===== src/design/ffcc_pkg.sv =====
// shared types and constants of the fat free cluster counter
package ffcc_pkg;

   localparam int BYTE_W    = 8;
   localparam int FAT_W     = 19;
   localparam int CLUSTER_W = 28;
   localparam int LIMIT_W   = 29;
   localparam int POS_W     = 18;
   localparam int CAP_W     = 18;
   localparam int ENTRY_W   = 16;
   localparam int CSR_IDX_W = 2;

   localparam logic [FAT_W-1:0]     MAX_TABLE_BYTES = 19'd262144;
   localparam logic [FAT_W-1:0]     FAT_BYTES_RESET = 19'd512;
   localparam logic [CLUSTER_W-1:0] CLUSTER_RESET   = 28'd2;
   localparam logic [POS_W-1:0]     POS_MAX         = 18'h3FFFF;

   // floor(x/3) = (x * DIV3_MUL) >> DIV3_SHIFT for any x below 2**20
   localparam int                DIV3_SHIFT = 21;
   localparam int                DIV3_IN_W  = FAT_W + 1;
   localparam logic [19:0]       DIV3_MUL   = 20'((2**DIV3_SHIFT + 2) / 3);

   typedef enum logic [CSR_IDX_W-1:0] {
      CSR_IS_FAT12      = 2'd0,
      CSR_FAT_BYTES     = 2'd1,
      CSR_CLUSTER_COUNT = 2'd2
   } csr_index_type;

   typedef struct packed {
      logic                 busy;
      logic                 is_fat12;
      logic [LIMIT_W-1:0]   entry_limit;
      logic [CLUSTER_W-1:0] extra;
   } limit_info_type;

endpackage


===== src/design/ffcc_cfg.sv =====
// configuration registers and the entry limit / free offset pipeline
module ffcc_cfg #(
   parameter logic [ffcc_pkg::FAT_W-1:0]   MAX_TABLE_BYTES = ffcc_pkg::MAX_TABLE_BYTES
) (
   input  logic                            clock,
   input  logic                            reset,
   input  logic                            csr_valid,
   output logic                            csr_ready,
   input  logic [ffcc_pkg::CSR_IDX_W-1:0]  csr_index,
   input  logic [ffcc_pkg::CLUSTER_W-1:0]  csr_data,
   output ffcc_pkg::limit_info_type        limit_info
);

   logic                           is_fat12_ff;
   logic [ffcc_pkg::FAT_W-1:0]     fat_bytes_ff;
   logic [ffcc_pkg::CLUSTER_W-1:0] cluster_ff;
   logic [ffcc_pkg::CAP_W-1:0]     cap_ff;
   logic [ffcc_pkg::CAP_W-1:0]     cap_in;
   logic [ffcc_pkg::LIMIT_W-1:0]   limit_ff;
   logic [ffcc_pkg::LIMIT_W-1:0]   limit_in;
   logic [ffcc_pkg::CLUSTER_W-1:0] extra_ff;
   logic [ffcc_pkg::CLUSTER_W-1:0] extra_in;
   logic [1:0]                     busy_ff;

   logic [ffcc_pkg::FAT_W-1:0]     clamped;
   logic [ffcc_pkg::DIV3_IN_W-1:0] twice;
   logic [39:0]                    product;
   logic [ffcc_pkg::LIMIT_W-1:0]   top;
   logic [ffcc_pkg::LIMIT_W-1:0]   scanned;

   assign csr_ready = 1'b1;

   always_ff @(posedge clock) begin
      if (reset) begin
         is_fat12_ff  <= 1'b0;
         fat_bytes_ff <= ffcc_pkg::FAT_BYTES_RESET;
         cluster_ff   <= ffcc_pkg::CLUSTER_RESET;
         busy_ff      <= 2'd3;
      end else begin
         if (csr_valid) begin
            busy_ff <= 2'd3;
            unique case (csr_index)
               ffcc_pkg::CSR_IS_FAT12:      is_fat12_ff  <= csr_data[0];
               ffcc_pkg::CSR_FAT_BYTES:     fat_bytes_ff <= csr_data[ffcc_pkg::FAT_W-1:0];
               ffcc_pkg::CSR_CLUSTER_COUNT: cluster_ff   <= csr_data;
               default: ;
            endcase
         end else if (busy_ff != 2'd0) begin
            busy_ff <= busy_ff - 2'd1;
         end
      end
   end

   // stage 1: entry capacity of the table
   always_comb begin
      clamped = (fat_bytes_ff > MAX_TABLE_BYTES) ? MAX_TABLE_BYTES : fat_bytes_ff;
      twice   = {clamped, 1'b0};
      product = 40'(twice) * 40'(ffcc_pkg::DIV3_MUL);
      if (is_fat12_ff) begin
         cap_in = product[ffcc_pkg::DIV3_SHIFT +: ffcc_pkg::CAP_W];
      end else begin
         cap_in = clamped[ffcc_pkg::FAT_W-1:1];
      end
   end

   // stage 2: limit, stage 3: clusters beyond the scanned range
   always_comb begin
      top      = {1'b0, cluster_ff} + ffcc_pkg::LIMIT_W'(2);
      limit_in = (ffcc_pkg::LIMIT_W'(cap_ff) < top) ? ffcc_pkg::LIMIT_W'(cap_ff) : top;
      scanned  = (limit_ff >= ffcc_pkg::LIMIT_W'(2)) ? limit_ff - ffcc_pkg::LIMIT_W'(2)
                                                    : '0;
      extra_in = ({1'b0, cluster_ff} > scanned)
                 ? cluster_ff - scanned[ffcc_pkg::CLUSTER_W-1:0] : '0;
   end

   always_ff @(posedge clock) begin
      cap_ff   <= cap_in;
      limit_ff <= limit_in;
      extra_ff <= extra_in;
   end

   always_comb begin
      limit_info.busy        = (busy_ff != 2'd0);
      limit_info.is_fat12    = is_fat12_ff;
      limit_info.entry_limit = limit_ff;
      limit_info.extra       = extra_ff;
   end

endmodule


===== src/design/ffcc_scan.sv =====
// entry unpacking and zero tally state, one table byte per cycle while fire is high
module ffcc_scan (
   input  logic                            clock,
   input  logic                            reset,
   input  logic                            fire,
   input  logic [ffcc_pkg::BYTE_W-1:0]     in_byte,
   input  logic                            in_last,
   input  ffcc_pkg::limit_info_type        limit_info,
   output logic [ffcc_pkg::CLUSTER_W-1:0]  result
);

   logic [ffcc_pkg::POS_W-1:0]   pos_ff;
   logic [ffcc_pkg::POS_W-1:0]   pos_in;
   logic [1:0]                   phase_ff;
   logic [1:0]                   phase_in;
   logic [ffcc_pkg::BYTE_W-1:0]  held_ff;
   logic [ffcc_pkg::BYTE_W-1:0]  held_in;
   logic [ffcc_pkg::POS_W-1:0]   entry_pos_ff;
   logic [ffcc_pkg::POS_W-1:0]   entry_pos_in;
   logic [ffcc_pkg::POS_W-1:0]   tally_ff;
   logic [ffcc_pkg::POS_W-1:0]   tally_in;

   logic                         take;
   logic                         counted;
   logic [ffcc_pkg::ENTRY_W-1:0] entry;

   always_comb begin
      take    = 1'b0;
      entry   = '0;
      held_in = held_ff;
      if (limit_info.is_fat12) begin
         unique case (phase_ff)
            2'd0: held_in = in_byte;
            2'd1: begin
               take    = 1'b1;
               entry   = {4'b0, in_byte[3:0], held_ff};
               held_in = in_byte;
            end
            2'd2: begin
               take  = 1'b1;
               entry = {4'b0, in_byte, held_ff[7:4]};
            end
            default: ;
         endcase
      end else if (pos_ff[0]) begin
         take  = 1'b1;
         entry = {in_byte, held_ff};
      end else begin
         held_in = in_byte;
      end

      counted      = take && (ffcc_pkg::LIMIT_W'(entry_pos_ff) < limit_info.entry_limit);
      entry_pos_in = entry_pos_ff + ffcc_pkg::POS_W'(counted);
      tally_in     = tally_ff + ffcc_pkg::POS_W'(counted
                     && (entry_pos_ff >= ffcc_pkg::POS_W'(2)) && (entry == '0));

      // position saturates; the saturated value is a multiple of three
      if (pos_ff < ffcc_pkg::POS_MAX) begin
         pos_in   = pos_ff + ffcc_pkg::POS_W'(1);
         phase_in = (phase_ff == 2'd2) ? 2'd0 : phase_ff + 2'd1;
      end else begin
         pos_in   = pos_ff;
         phase_in = phase_ff;
      end

      result = ffcc_pkg::CLUSTER_W'(tally_in) + limit_info.extra;
   end

   always_ff @(posedge clock) begin
      if (reset) begin
         pos_ff       <= '0;
         phase_ff     <= 2'd0;
         held_ff      <= '0;
         entry_pos_ff <= '0;
         tally_ff     <= '0;
      end else if (fire) begin
         if (in_last) begin
            pos_ff       <= '0;
            phase_ff     <= 2'd0;
            held_ff      <= '0;
            entry_pos_ff <= '0;
            tally_ff     <= '0;
         end else begin
            pos_ff       <= pos_in;
            phase_ff     <= phase_in;
            held_ff      <= held_in;
            entry_pos_ff <= entry_pos_in;
            tally_ff     <= tally_in;
         end
      end
   end

endmodule


===== src/design/fat_free_cluster_counter.sv =====
// top level of the fat free cluster counter: stream registers and handshake
// Counts free clusters of a FAT12 or FAT16 table streamed one byte per item and
// returns the count once, on the item marked tlast. Bytes are taken one per
// cycle while req_tready is high; an item passes an input register and the scan
// logic, and its result is registered in the output register when the last
// byte leaves the input register. The input stage stalls only when a last byte
// meets an output register still holding an untaken result. After reset and
// after each configuration write, req_tready stays low while the limit pipeline
// (divide-by-three multiplier, minimum against cluster_count+2, offset of
// unscanned clusters) settles.
module fat_free_cluster_counter #(
   parameter logic [ffcc_pkg::FAT_W-1:0]   MAX_TABLE_BYTES = ffcc_pkg::MAX_TABLE_BYTES
) (
   input  logic                            clock,
   input  logic                            reset,
   input  logic                            req_tvalid,
   output logic                            req_tready,
   input  logic [7:0]                      req_tdata,   // [7:0] fat_byte
   input  logic                            req_tlast,   // last_byte
   output logic                            rsp_tvalid,
   input  logic                            rsp_tready,
   output logic [31:0]                     rsp_tdata,   // [27:0] free_count
   input  logic                            csr_valid,
   output logic                            csr_ready,
   input  logic [ffcc_pkg::CSR_IDX_W-1:0]  csr_index,
   input  logic [ffcc_pkg::CLUSTER_W-1:0]  csr_data
);

   ffcc_pkg::limit_info_type limit_info;

   logic                           in_valid_ff;
   logic [ffcc_pkg::BYTE_W-1:0]    in_byte_ff;
   logic                           in_last_ff;
   logic                           rsp_valid_ff;
   logic [ffcc_pkg::CLUSTER_W-1:0] rsp_data_ff;
   logic [ffcc_pkg::CLUSTER_W-1:0] result;
   logic                           out_free;
   logic                           fire;

   ffcc_cfg #(
      .MAX_TABLE_BYTES (MAX_TABLE_BYTES)
   ) u_cfg (
      .clock      (clock),
      .reset      (reset),
      .csr_valid  (csr_valid),
      .csr_ready  (csr_ready),
      .csr_index  (csr_index),
      .csr_data   (csr_data),
      .limit_info (limit_info)
   );

   ffcc_scan u_scan (
      .clock      (clock),
      .reset      (reset),
      .fire       (fire),
      .in_byte    (in_byte_ff),
      .in_last    (in_last_ff),
      .limit_info (limit_info),
      .result     (result)
   );

   assign out_free   = !rsp_valid_ff || rsp_tready;
   assign fire       = in_valid_ff && (!in_last_ff || out_free);
   assign req_tready = !limit_info.busy && (!in_valid_ff || fire);
   assign rsp_tvalid = rsp_valid_ff;
   assign rsp_tdata  = {4'b0, rsp_data_ff};

   always_ff @(posedge clock) begin
      if (reset) begin
         in_valid_ff <= 1'b0;
      end else if (req_tready) begin
         in_valid_ff <= req_tvalid;
      end else if (fire) begin
         in_valid_ff <= 1'b0;
      end
   end

   always_ff @(posedge clock) begin
      if (req_tvalid && req_tready) begin
         in_byte_ff <= req_tdata;
         in_last_ff <= req_tlast;
      end
   end

   always_ff @(posedge clock) begin
      if (reset) begin
         rsp_valid_ff <= 1'b0;
      end else if (fire && in_last_ff) begin
         rsp_valid_ff <= 1'b1;
      end else if (rsp_tready) begin
         rsp_valid_ff <= 1'b0;
      end
   end

   always_ff @(posedge clock) begin
      if (fire && in_last_ff) begin
         rsp_data_ff <= result;
      end
   end

   // a configuration write holds off input while the limit settles
   assert property (@(posedge clock) disable iff (reset)
      csr_valid && csr_ready |=> !req_tready)
      else $error("input accepted right after a configuration write");

   // a result appears only after a last byte left the input stage
   assert property (@(posedge clock) disable iff (reset)
      $rose(rsp_tvalid) |-> $past(in_valid_ff && in_last_ff))
      else $error("result without a last byte");

   // the input stage waits only on a full, stalled output register
   assert property (@(posedge clock) disable iff (reset)
      in_valid_ff && !fire |-> in_last_ff && rsp_tvalid && !rsp_tready)
      else $error("input stage stalled without cause");

endmodule


===== config.mk =====
export PLATFORM = sky130hd
export DESIGN_NAME = fat_free_cluster_counter
export DESIGN_NICKNAME = d
export VERILOG_FILES = /design/src/design/ffcc_pkg.sv /design/src/design/ffcc_cfg.sv /design/src/design/ffcc_scan.sv /design/src/design/fat_free_cluster_counter.sv
export SDC_FILE = /design/constraint.sdc
export NUM_CORES = 1
export LEC_CHECK = 0
export ABC_AREA = 1
export BUFFER_PORTS_ARGS = -buffer_cell sky130_fd_sc_hd__buf_4
export CAP_MARGIN = 15
export CORE_MARGIN = 2
export CORE_UTILIZATION = 47
export CTS_BUF_LIST = sky130_fd_sc_hd__clkbuf_2
export DETAILED_ROUTE_END_ITERATION = 10
export PLACE_DENSITY_LB_ADDON = 0.15
export RECOVER_POWER = 100
export SETUP_SLACK_MARGIN = 0.5
export SLEW_MARGIN = 20
export SYNTH_ARGS = -nofsm -noshare
export SYNTH_HDL_FRONTEND = slang
export SYNTH_SLANG_ARGS = --single-unit

===== constraint.sdc =====
create_clock -name clock -period 14.9 [get_ports clock]
set_input_delay 0.745 -clock clock [delete_from_list [all_inputs] [get_ports clock]]
set_output_delay 0.745 -clock clock [all_outputs]
set_load 0.1 [all_outputs]

After elaboration in Yosys (flattened, before gate mapping)

Cells that the tools add are included.

$add $sub $neg: 9
$mul: 1
$lt $le $gt $ge: 7
Eq/ne operators: 6
Multiplexer cells: 25
Reductions and logical operators: 29

Operator list:

| operator                                                               | number |
|---|---|
| 18-bit 2-to-1 mux                                                      | 6 |
| 18-bit by 29-bit less-than comparator with 1-bit output                | 2 |
| 19-bit by 20-bit multiplier with 38-bit output, second input constant  | 1 |
| 18-bit by 1-bit adder with 18-bit output                               | 2 |
| 16-bit 2-to-1 mux                                                      | 2 |
| 8-bit 2-to-1 mux                                                       | 4 |
| 28-bit by 2-bit adder with 29-bit output, second input constant        | 1 |
| 29-bit by 2-bit >= comparator with 1-bit output, second input constant | 1 |
| 28-bit by 29-bit greater-than comparator with 1-bit output             | 1 |
| 29-bit 2-to-1 mux                                                      | 1 |
| 29-bit by 2-bit subtractor with 29-bit output, second input constant   | 1 |
| 18-bit by 28-bit adder with 28-bit output                              | 1 |
| 28-bit subtractor                                                      | 1 |
| 12-bit case mux with 2 select lines                                    | 1 |
| 19-bit greater-than comparator, second input constant                  | 1 |
| 19-bit 2-to-1 mux                                                      | 1 |
| 18-bit by 1-bit adder with 18-bit output, second input constant        | 1 |
| 18-bit by 2-bit >= comparator with 1-bit output, second input constant | 1 |
| 18-bit less-than comparator, second input constant                     | 1 |
| 16-bit zero test                                                       | 1 |
| 2-bit AND reduction                                                    | 4 |
| 2-bit nonzero test                                                     | 4 |
| 1-bit logical AND                                                      | 7 |
| 1-bit 2-to-1 mux                                                       | 7 |
| 11 further kinds                                                       | 24 |

Register bits after elaboration: 228
Input bits: 44

Logic depth before layout (Yosys ltp)

Gate-level depths: netlist of run 1.

Depth after elaboration: 9
Depth in mapped cells: 31
Mapped depth without buffers: 31

Hierarchy

From an unflattened synthesis of run 1, not the netlist that was laid out.

Cells, all modules: 2,974
Area total of the unflattened synthesis: 20,523.4 um^2

By module, submodules not included:

| module                   | times used | cells each | area an instance (um^2) | seq. area each (um^2) |
|---|---|---|---|---|
| ffcc_cfg                 | 1          | 1,927      | 13,530.5                | 2,502.4 |
| ffcc_scan                | 1          | 982        | 5,723.0                 | 1,281.2 |
| fat_free_cluster_counter | 1          | 65         | 1,270.0                 | 1,151.1 |

Least setup slack after synthesis of run 1

No wires, ideal clock.

Path type: flip-flop to flip-flop
From: register u_cfg.fat_bytes_ff[10] (netlist bit)
To: register u_cfg.cap_ff[4] (netlist bit)
Setup time: 114 ps
Data arrival time: 5,825 ps
Required time: 14,786 ps
Slack: 8,961 ps
Cell stages (with the launch flop): 27
Path through: dfxtp_1 > nor4_1 > nor3b_1 > nand3_1 > nand2_1 > clkinv_1 > nor2_1 > ha_1 > inv_1 > fa_1 > fa_1 > fa_1 > inv_1 > fa_1 > inv_1 > fa_1 > inv_1 > ha_1 > a21oi_1 > o21ai_0 > a21oi_1 > nand2_1 > nand2_1 > nand2_1 > or2_2 > nand3_1 > nand2_1

Word-level cells in the longest chain between the ends: 4

RTL lines:

| element                                        | line           | RTL |
|---|---|---|
| from (decl)                                    | ffcc_cfg.sv:15 | `logic [ffcc_pkg::FAT_W-1:0] fat_bytes_ff;` |
| from (signal assigned)                         | ffcc_cfg.sv:36 | `fat_bytes_ff <= ffcc_pkg::FAT_BYTES_RESET;` |
| from (signal assigned)                         | ffcc_cfg.sv:44 | `ffcc_pkg::CSR_FAT_BYTES: fat_bytes_ff <= csr_data[ffcc_pkg::FAT_W-1:0];` |
| 19-bit greater-than comparator                 | ffcc_cfg.sv:56 | `clamped = (fat_bytes_ff > MAX_TABLE_BYTES) ? MAX_TABLE_BYTES : fat_bytes_ff;` |
| 19-bit 2-to-1 mux (*)                          | ffcc_cfg.sv:56 |  |
| 19-bit by 20-bit multiplier with 38-bit output | ffcc_cfg.sv:58 | `product = 40'(twice) * 40'(ffcc_pkg::DIV3_MUL);` |
| 18-bit 2-to-1 mux (*)                          | ffcc_cfg.sv:59 | `if (is_fat12_ff) begin` |
| net u_cfg.cap_in (one bit)                     | ffcc_cfg.sv:18 | `logic [ffcc_pkg::CAP_W-1:0] cap_in;` |
| to (signal assigned)                           | ffcc_cfg.sv:77 | `cap_ff <= cap_in;` |
| to (decl)                                      | ffcc_cfg.sv:17 | `logic [ffcc_pkg::CAP_W-1:0] cap_ff;` |

Mark *: on every way through the listed nets, which the timed path passes. The rest lies on a longest branch.
A chain may end at the register's enable or synchronous reset.

Final worst setup path of run 1

From: register u_cfg.is_fat12_ff
To: register rsp_data_ff[27] (netlist bit), data pin

Word-level cells in the longest chain between the ends: 6
Elaborated cells between the ends (all ways): 8

RTL lines:

| element                                                   | line                           | RTL |
|---|---|---|
| from (decl)                                               | ffcc_cfg.sv:14                 | `logic is_fat12_ff;` |
| from (signal assigned)                                    | ffcc_cfg.sv:43                 | `ffcc_pkg::CSR_IS_FAT12: is_fat12_ff <= csr_data[0];` |
| branches (longest 3 deep; another with 16-bit 2-to-1 mux) | n/a                            |  |
| 1-bit logical AND (*)                                     | ffcc_scan.sv:55                | `&& (entry_pos_ff >= ffcc_pkg::POS_W'(2)) && (entry == '0));` |
| 18-bit by 1-bit adder with 18-bit output (*)              | ffcc_scan.sv:54                | `tally_in = tally_ff + ffcc_pkg::POS_W'(counted` |
| 18-bit by 28-bit adder with 28-bit output (*)             | ffcc_scan.sv:66                | `result = ffcc_pkg::CLUSTER_W'(tally_in) + limit_info.extra;` |
| net result (one bit)                                      | fat_free_cluster_counter.sv:36 | `logic [ffcc_pkg::CLUSTER_W-1:0] result;` |
| to (signal assigned)                                      | fat_free_cluster_counter.sv:97 | `rsp_data_ff <= result;` |
| to (decl)                                                 | fat_free_cluster_counter.sv:35 | `logic [ffcc_pkg::CLUSTER_W-1:0] rsp_data_ff;` |

Mark *: on every way through the listed nets, which the timed path passes.

==> results_dict.tcl, run 1 <==
set metrics [dict create \
    p_per_area_nw_per_um2 118 \
    wl_per_cell_um 17.6 \
    synth_area_um2 19800 \
    ir_drop_v 0.000117 \
    cp.required_ns 15.61 \
    cts_tree "done" \
    regArea_um2 4930 \
    cts_setup_buffers 0 \
    grt_max_degree 51 \
    final-max-slew-violation-count 87 \
    crit_arrival_ns 8.06 \
    path_buf_inv 3 \
    slowest_delay_ns 1.13 \
    die_w_um 209 \
    rsz0062_at_grt "false" \
    top_usage_layer "met2" \
    gr-total-overflow 0 \
    coreArea_um2 41800 \
    gr-usage-all-layers_pct 28.8 \
    synth_warnings 0 \
    pre_cts_ws_ns 8.05 \
    ios 79 \
    clkTransAtPathRegs_ns 0.09 \
    ctsResizeCount 0 \
    yosys.area.top_type "dfxtp_1" \
    hpwl_um 50400 \
    yosysSeqAreaShare_pct 25.0 \
    port_buffers 73 \
    vias 18338 \
    fin_worst_hold_slack_ns 0.113 \
    wl_um 61300 \
    max_cap_viol_count 3 \
    vias_per_cell 5.28 \
    crit_path_end_kind "flop" \
    h-tree-depth 3 \
    grtUsageMet1_pct 36.3 \
    use_met3_pct 5.24 \
    drive_gt1_share_pct 6.85 \
    antenna_found_initial 1 \
    cp_max_fo 27 \
    period_needed_ns 7.34 \
    critical-path-slowest-cell "clkbuf_1" \
    layout_setup_ws_ns 7.56 \
    post_synth_inst_count 2729 \
    avgSynthCellArea_um2 7.24 \
    grt_pass1_vias 18495 \
    gp_congestion 0.983 \
    start_kind "flop" \
    synth_edf_count 37 \
    fin_setup_tns_ns 0 \
    synth_cell_types 53 \
    cts_num_sinks 228 \
    setup_viol 0 \
    clock_skew_ns 0.0652 \
    period_share_pct 49.3 \
    fin_nets 3248 \
    synth_area_leaders "dfxtp_1 19%, ha_1 14%, nand2_1 11%, fa_1 10%, inv_1 8.6%" \
    ant_nets 0 \
    stdcell_area_um2 21700 \
    numCtsBuffers 68 \
    syn_to_final_growth_pct 9.71 \
    totalPowerFinal_uw 2570 \
    clk_path_buf_depth 3 \
    multi_input_area_um2 12900 \
    drc 0 \
    async_flop_share_pct 0 \
    fmax_mhz 136 \
    p_leak_uw 0.0108 \
    most-common-layout-cells "561 x nand2_1, 451 x inv_1, 301 x nor2_1, 219 x ha_1, 198 x a21oi_1" \
    dieArea_um2 43700 \
    status "complete, but fails checks" \
    crit_type "flop to flop" \
    dpl_cell_area_um2 20900 \
    grt_pass1_wl_um 98100 \
    root_buffer "clkbuf_2" \
    final_common_cell "nand2_1" \
    met2_usage_pct 48.6 \
    initial_core_util_pct 47.3 \
    synth_flop_cell "dfxtp_1" \
    clkLatencyLatePin_ns 1.01 \
    die_h_um 209 \
    path_delay_family "simple AND/OR/NAND/NOR gates" \
    cpMostUsedCell "nand2_1" \
    violations "capacitance limit, slew limit" \
    hp-class "input port to flop" \
    drt_iter0_markers 1241 \
    worstMarginPinSlew_ns 2.68 \
    relSlewSlack_pct -80.6 \
    dr.pass1.iters 6 \
    synth_top_area_share_pct 19.3 \
    finalHoldViolCount 0 \
    synth_seq_cells 228 \
    rows 75 \
    n_fill_cell 4327 \
]
-- cell type report --
type,instances,area share [%]
clock buffer,96,2.22
clock inverter,26,0.756
antenna,2,0.0231
inverter,452,7.82
tap,539,3.11
timing repair buffer,115,3.82
sequential,228,22.8
multi-input combinational,2018,59.5
-- flip-flops by register name, indices dropped and copies added (netlist names) --
signal,cells
u_cfg.limit_ff,29
rsp_data_ff,28
u_cfg.cluster_ff,28
u_cfg.extra_ff,28
u_cfg.fat_bytes_ff,19
u_cfg.cap_ff,18
u_scan.entry_pos_ff,18
u_scan.pos_ff,18
u_scan.tally_ff,18
in_byte_ff,8
u_scan.held_ff,8
u_cfg.busy_ff,2
u_scan.phase_ff,2
in_last_ff,1
in_valid_ff,1
rsp_tvalid,1
u_cfg.is_fat12_ff,1
-- cell usage after synthesis (all sizes together) (3+ instances only) --
master,instances
nand2,582
inv,451
nor2,315
ha,219
a21oi,198
dfxtp,191
o21ai,145
nand3,143
fa,102
xor2,64
nor3,57
edfxtp,37
nand4,35
clkbuf,32
xnor2,26
nand3b,21
nor4,16
buf,14
o21a,13
or2,13
o211ai,9
o21bai,7
a21o,6
and3,5
a21boi,4
a31oi,4
nor3b,4
o2111ai,3
-- metal layers --
metal / vias to the layer above / wire, um / part of all wire (%)
li1: 9130 / - / -
met1: 8552 / 26500 / 43
met2: 518 / 28800 / 47
met3: 138 / 3500 / 5.7
met4: 0 / 2500 / 4.1
met5: - / 0 / 0
-- worst paths after layout --
path	start	endpoint	slack, ns	depth (start not counted)
worst max-delay path	u_cfg.is_fat12_ff	rsp_data_ff[27]	7.56	25
worst min register to register	u_scan.held_ff[7]	u_scan.held_ff[7]	0.47	2
worst min-delay path	csr_data[0]	u_cfg.cluster_ff[0]	0.11	3
worst max register to register	u_cfg.is_fat12_ff	rsp_data_ff[27]	7.56	25
-- where the power goes --
group	total (uW)	internal, uW	leakage (uW)	switching [uW]
Sequential	700	660	0.00193	40.2
Combinational	1360	455	0.00836	907
Clock	505	211	0.000481	295
-- tightest hold or removal path: cells and delay by family --
| family | cells | cell delay [ns] |
|---|---|---|
| buffers and inverters | 1 | 0.10 |
| AO/OA/AOI/OAI | 2 | 0.19 |
-- kinds of logic after synthesis --
kind of cell             after synthesis  share of synthesized area (%)
AO/OA/AOI/OAI                        396                           10.7
XOR/XNOR                              90                           3.99
adder cells (fa/ha/maj)              321                           24.2
buffers and inverters                498                           9.76
flip-flops                           228                           25.0
other                                  2                         0.0380
AND/OR/NAND/NOR                     1194                           26.3
-- timing repair --
action / 4_1_cts / 5_1_grt
hold buffers: 37 / 0
endpoints found under the hold margin: 42 / 0
endpoints found under the setup margin: 0 / 0
-- through the flow --
stage                     cells  utilization, %
after detailed placement   3315            49.9
final                      3476            51.9
after global routing       3475            51.9
after floorplan            2744               -
after CTS                  3474            52.4
after global placement     3315            49.9
Power figures use the tool's default switching activity.
==> run 2, diff against run 1 <==
==> constraint.sdc (replaced) <==
create_clock -name clock -period 7 [get_ports clock]
set_input_delay 0.35 -clock clock [delete_from_list [all_inputs] [get_ports clock]]
set_output_delay 0.35 -clock clock [all_outputs]
set_load 0.1 [all_outputs]
==> results_dict.tcl, run 2 (synthesis results as in run 1) <==
set metrics [dict create \
    fin_setup_tns_ns 0 \
    drc 0 \
    crit_type "flop to flop" \
    hold_path_end "in_last_ff" \
    syn_to_final_growth_pct 12.6 \
    finalHoldViolCount 0 \
    path_buf_inv 5 \
    slowest_delay_ns 0.59 \
    ios 79 \
    crit_arrival_ns 7.21 \
    grtUsageMet1_pct 37.3 \
    setup_viol 0 \
    n_fill_cell 4231 \
    ir_drop_v 0.000168 \
    fin_util_pct 53.3 \
    start_kind "flop" \
    r2r_start "u_cfg.fat_bytes_ff[11]" \
    place_inst 3321 \
    met2_usage_pct 49.9 \
    hpwl_um 50600 \
    dpl_cell_area_um2 20900 \
    max_cap_viol_count 3 \
    gr-usage-all-layers_pct 28.9 \
    drt_iter0_markers 1097 \
    clk_path_buf_depth 3 \
    top_usage_layer "met2" \
    violations "capacitance limit, slew limit" \
    period_share_pct 90.8 \
    root_buffer "clkbuf_2" \
    antenna_found_initial 2 \
    gp_congestion 0.994 \
    largest_reg_flops 29 \
    die_h_um 209 \
    final-max-slew-violation-count 122 \
    clkLatencyLatePin_ns 0.98 \
    drive_gt1_share_pct 8.29 \
    grt_pass1_wl_um 98600 \
    wl_per_cell_um 17.6 \
    whs_path_depth 2 \
    path_delay_family "adder cells" \
    initial_core_util_pct 47.3 \
    cts_tree "done" \
    crit_path_end_kind "flop" \
    vias 18494 \
    rows 75 \
    use_met3_pct 4.19 \
    dieArea_um2 43700 \
    cpMostUsedCell "nand2_1" \
    reg2reg_depth 26 \
    hp-class "input port to flop" \
    p_leak_uw 0.0110 \
    multi_input_area_um2 13000 \
    coreArea_um2 41800 \
    clock_skew_ns 0.107 \
    worstMarginPinSlew_ns 2.13 \
    grt_pass1_vias 18452 \
    regArea_um2 4930 \
    fmax_mhz 157 \
    die_w_um 209 \
    stdcell_area_um2 22200 \
    h-tree-depth 3 \
    dr.pass1.iters 6 \
    p_per_area_nw_per_um2 250 \
    relSlewSlack_pct -42.1 \
    regMostFlops "u_cfg.limit_ff" \
    ant_nets 0 \
    cp.required_ns 7.86 \
    worstHoldStart "req_tlast" \
    vias_per_cell 5.25 \
    port_buffers 73 \
    instances_no_fill 3522 \
    grt_max_degree 51 \
    wl_um 62000 \
    rsz0062_at_grt "false" \
    final_common_cell "nand2_1" \
    regToRegEndpoint "u_cfg.cap_ff[15]" \
    fin_worst_hold_slack_ns 0.160 \
    status "complete, but fails checks" \
    r2r_setup_slack_ns 0.65 \
    numCtsBuffers 67 \
    cts_num_sinks 228 \
    critical-path-slowest-cell "fa_2" \
    most-common-layout-cells "557 x nand2_1, 446 x inv_1, 295 x nor2_1, 217 x ha_1" \
    gr-total-overflow 0 \
    clkTransAtPathRegs_ns 0.09 \
    cp_max_fo 9 \
    period_needed_ns 6.35 \
    fin_nets 3295 \
]
run 2: changes by cell type in the layout (fill, tap and decap cells not counted), sizes merged:
cell / change
diode: +1
clkinv: -4
clkbuf: +1
clkinvlp: +1
bufinv: -1
inv: -1
dlygate4sd3: +38
buf: +11
run 2: worst max path at each step:
stage / from / endpoint / cells past startpoint
after global placement: u_cfg.fat_bytes_ff[10] / u_cfg.cap_ff[7] / 26
after detailed placement: u_cfg.fat_bytes_ff[10] / u_cfg.cap_ff[12] / 27
after global routing: u_cfg.fat_bytes_ff[11] / u_cfg.cap_ff[13] / 27
final: u_cfg.fat_bytes_ff[11] / u_cfg.cap_ff[15] / 26
after floorplan: u_cfg.fat_bytes_ff[10] / u_cfg.cap_ff[4] / 26
after CTS: u_cfg.fat_bytes_ff[10] / u_cfg.cap_ff[7] / 25
run 2: layer usage:
layer / vias to the layer above / part of all wire (%)
li1: 9228 / -
met1: 8691 / 45
met2: 464 / 48
met3: 111 / 4.8
met4: 0 / 2.8
met5: - / 0
run 2: cell type report:
cell class	instances	share of cell area (%)
inverter	452	7.64
clock buffer	98	2.20
antenna	3	0.0337
sequential	228	22.2
multi-input combinational	2018	58.5
clock inverter	21	0.574
timing repair buffer	163	5.79
tap	539	3.03
run 2: stage by stage:
step,worst slack [ns],total power [uW]
finish,0.646,5560
floorplan,1.06,3540
CTS,0.522,5510
detailed placement,0.253,4410
global route,0.245,6060
global placement,0.232,4420
run 2: power by group:
group	internal, uW	switching [uW]	total [uW]	leakage, uW
combinational	1030	2020	3050	0.00864
sequential	1400	84.0	1490	0.00193
clock	417	614	1030	0.000467
run 2: worst reg2reg max path: cells and delay by family, from the launching register on:
family,cells,cell delay [ns]
DFF,1,0.34
buffers and inverters,5,0.35
and+or+nand+nor,13,2.00
adders and majority gates,7,3.36
AOI/OAI and AO/OA,1,0.23
run 2: what timing repair did:
item                                   CTS  global route
endpoints found under the hold margin  111             0
pin swaps                                0             6
buffers inserted                         0             4
gates cloned                             0             0
resized for setup                        5            40
setup endpoints to repair               16            18
hold buffers                            75             0
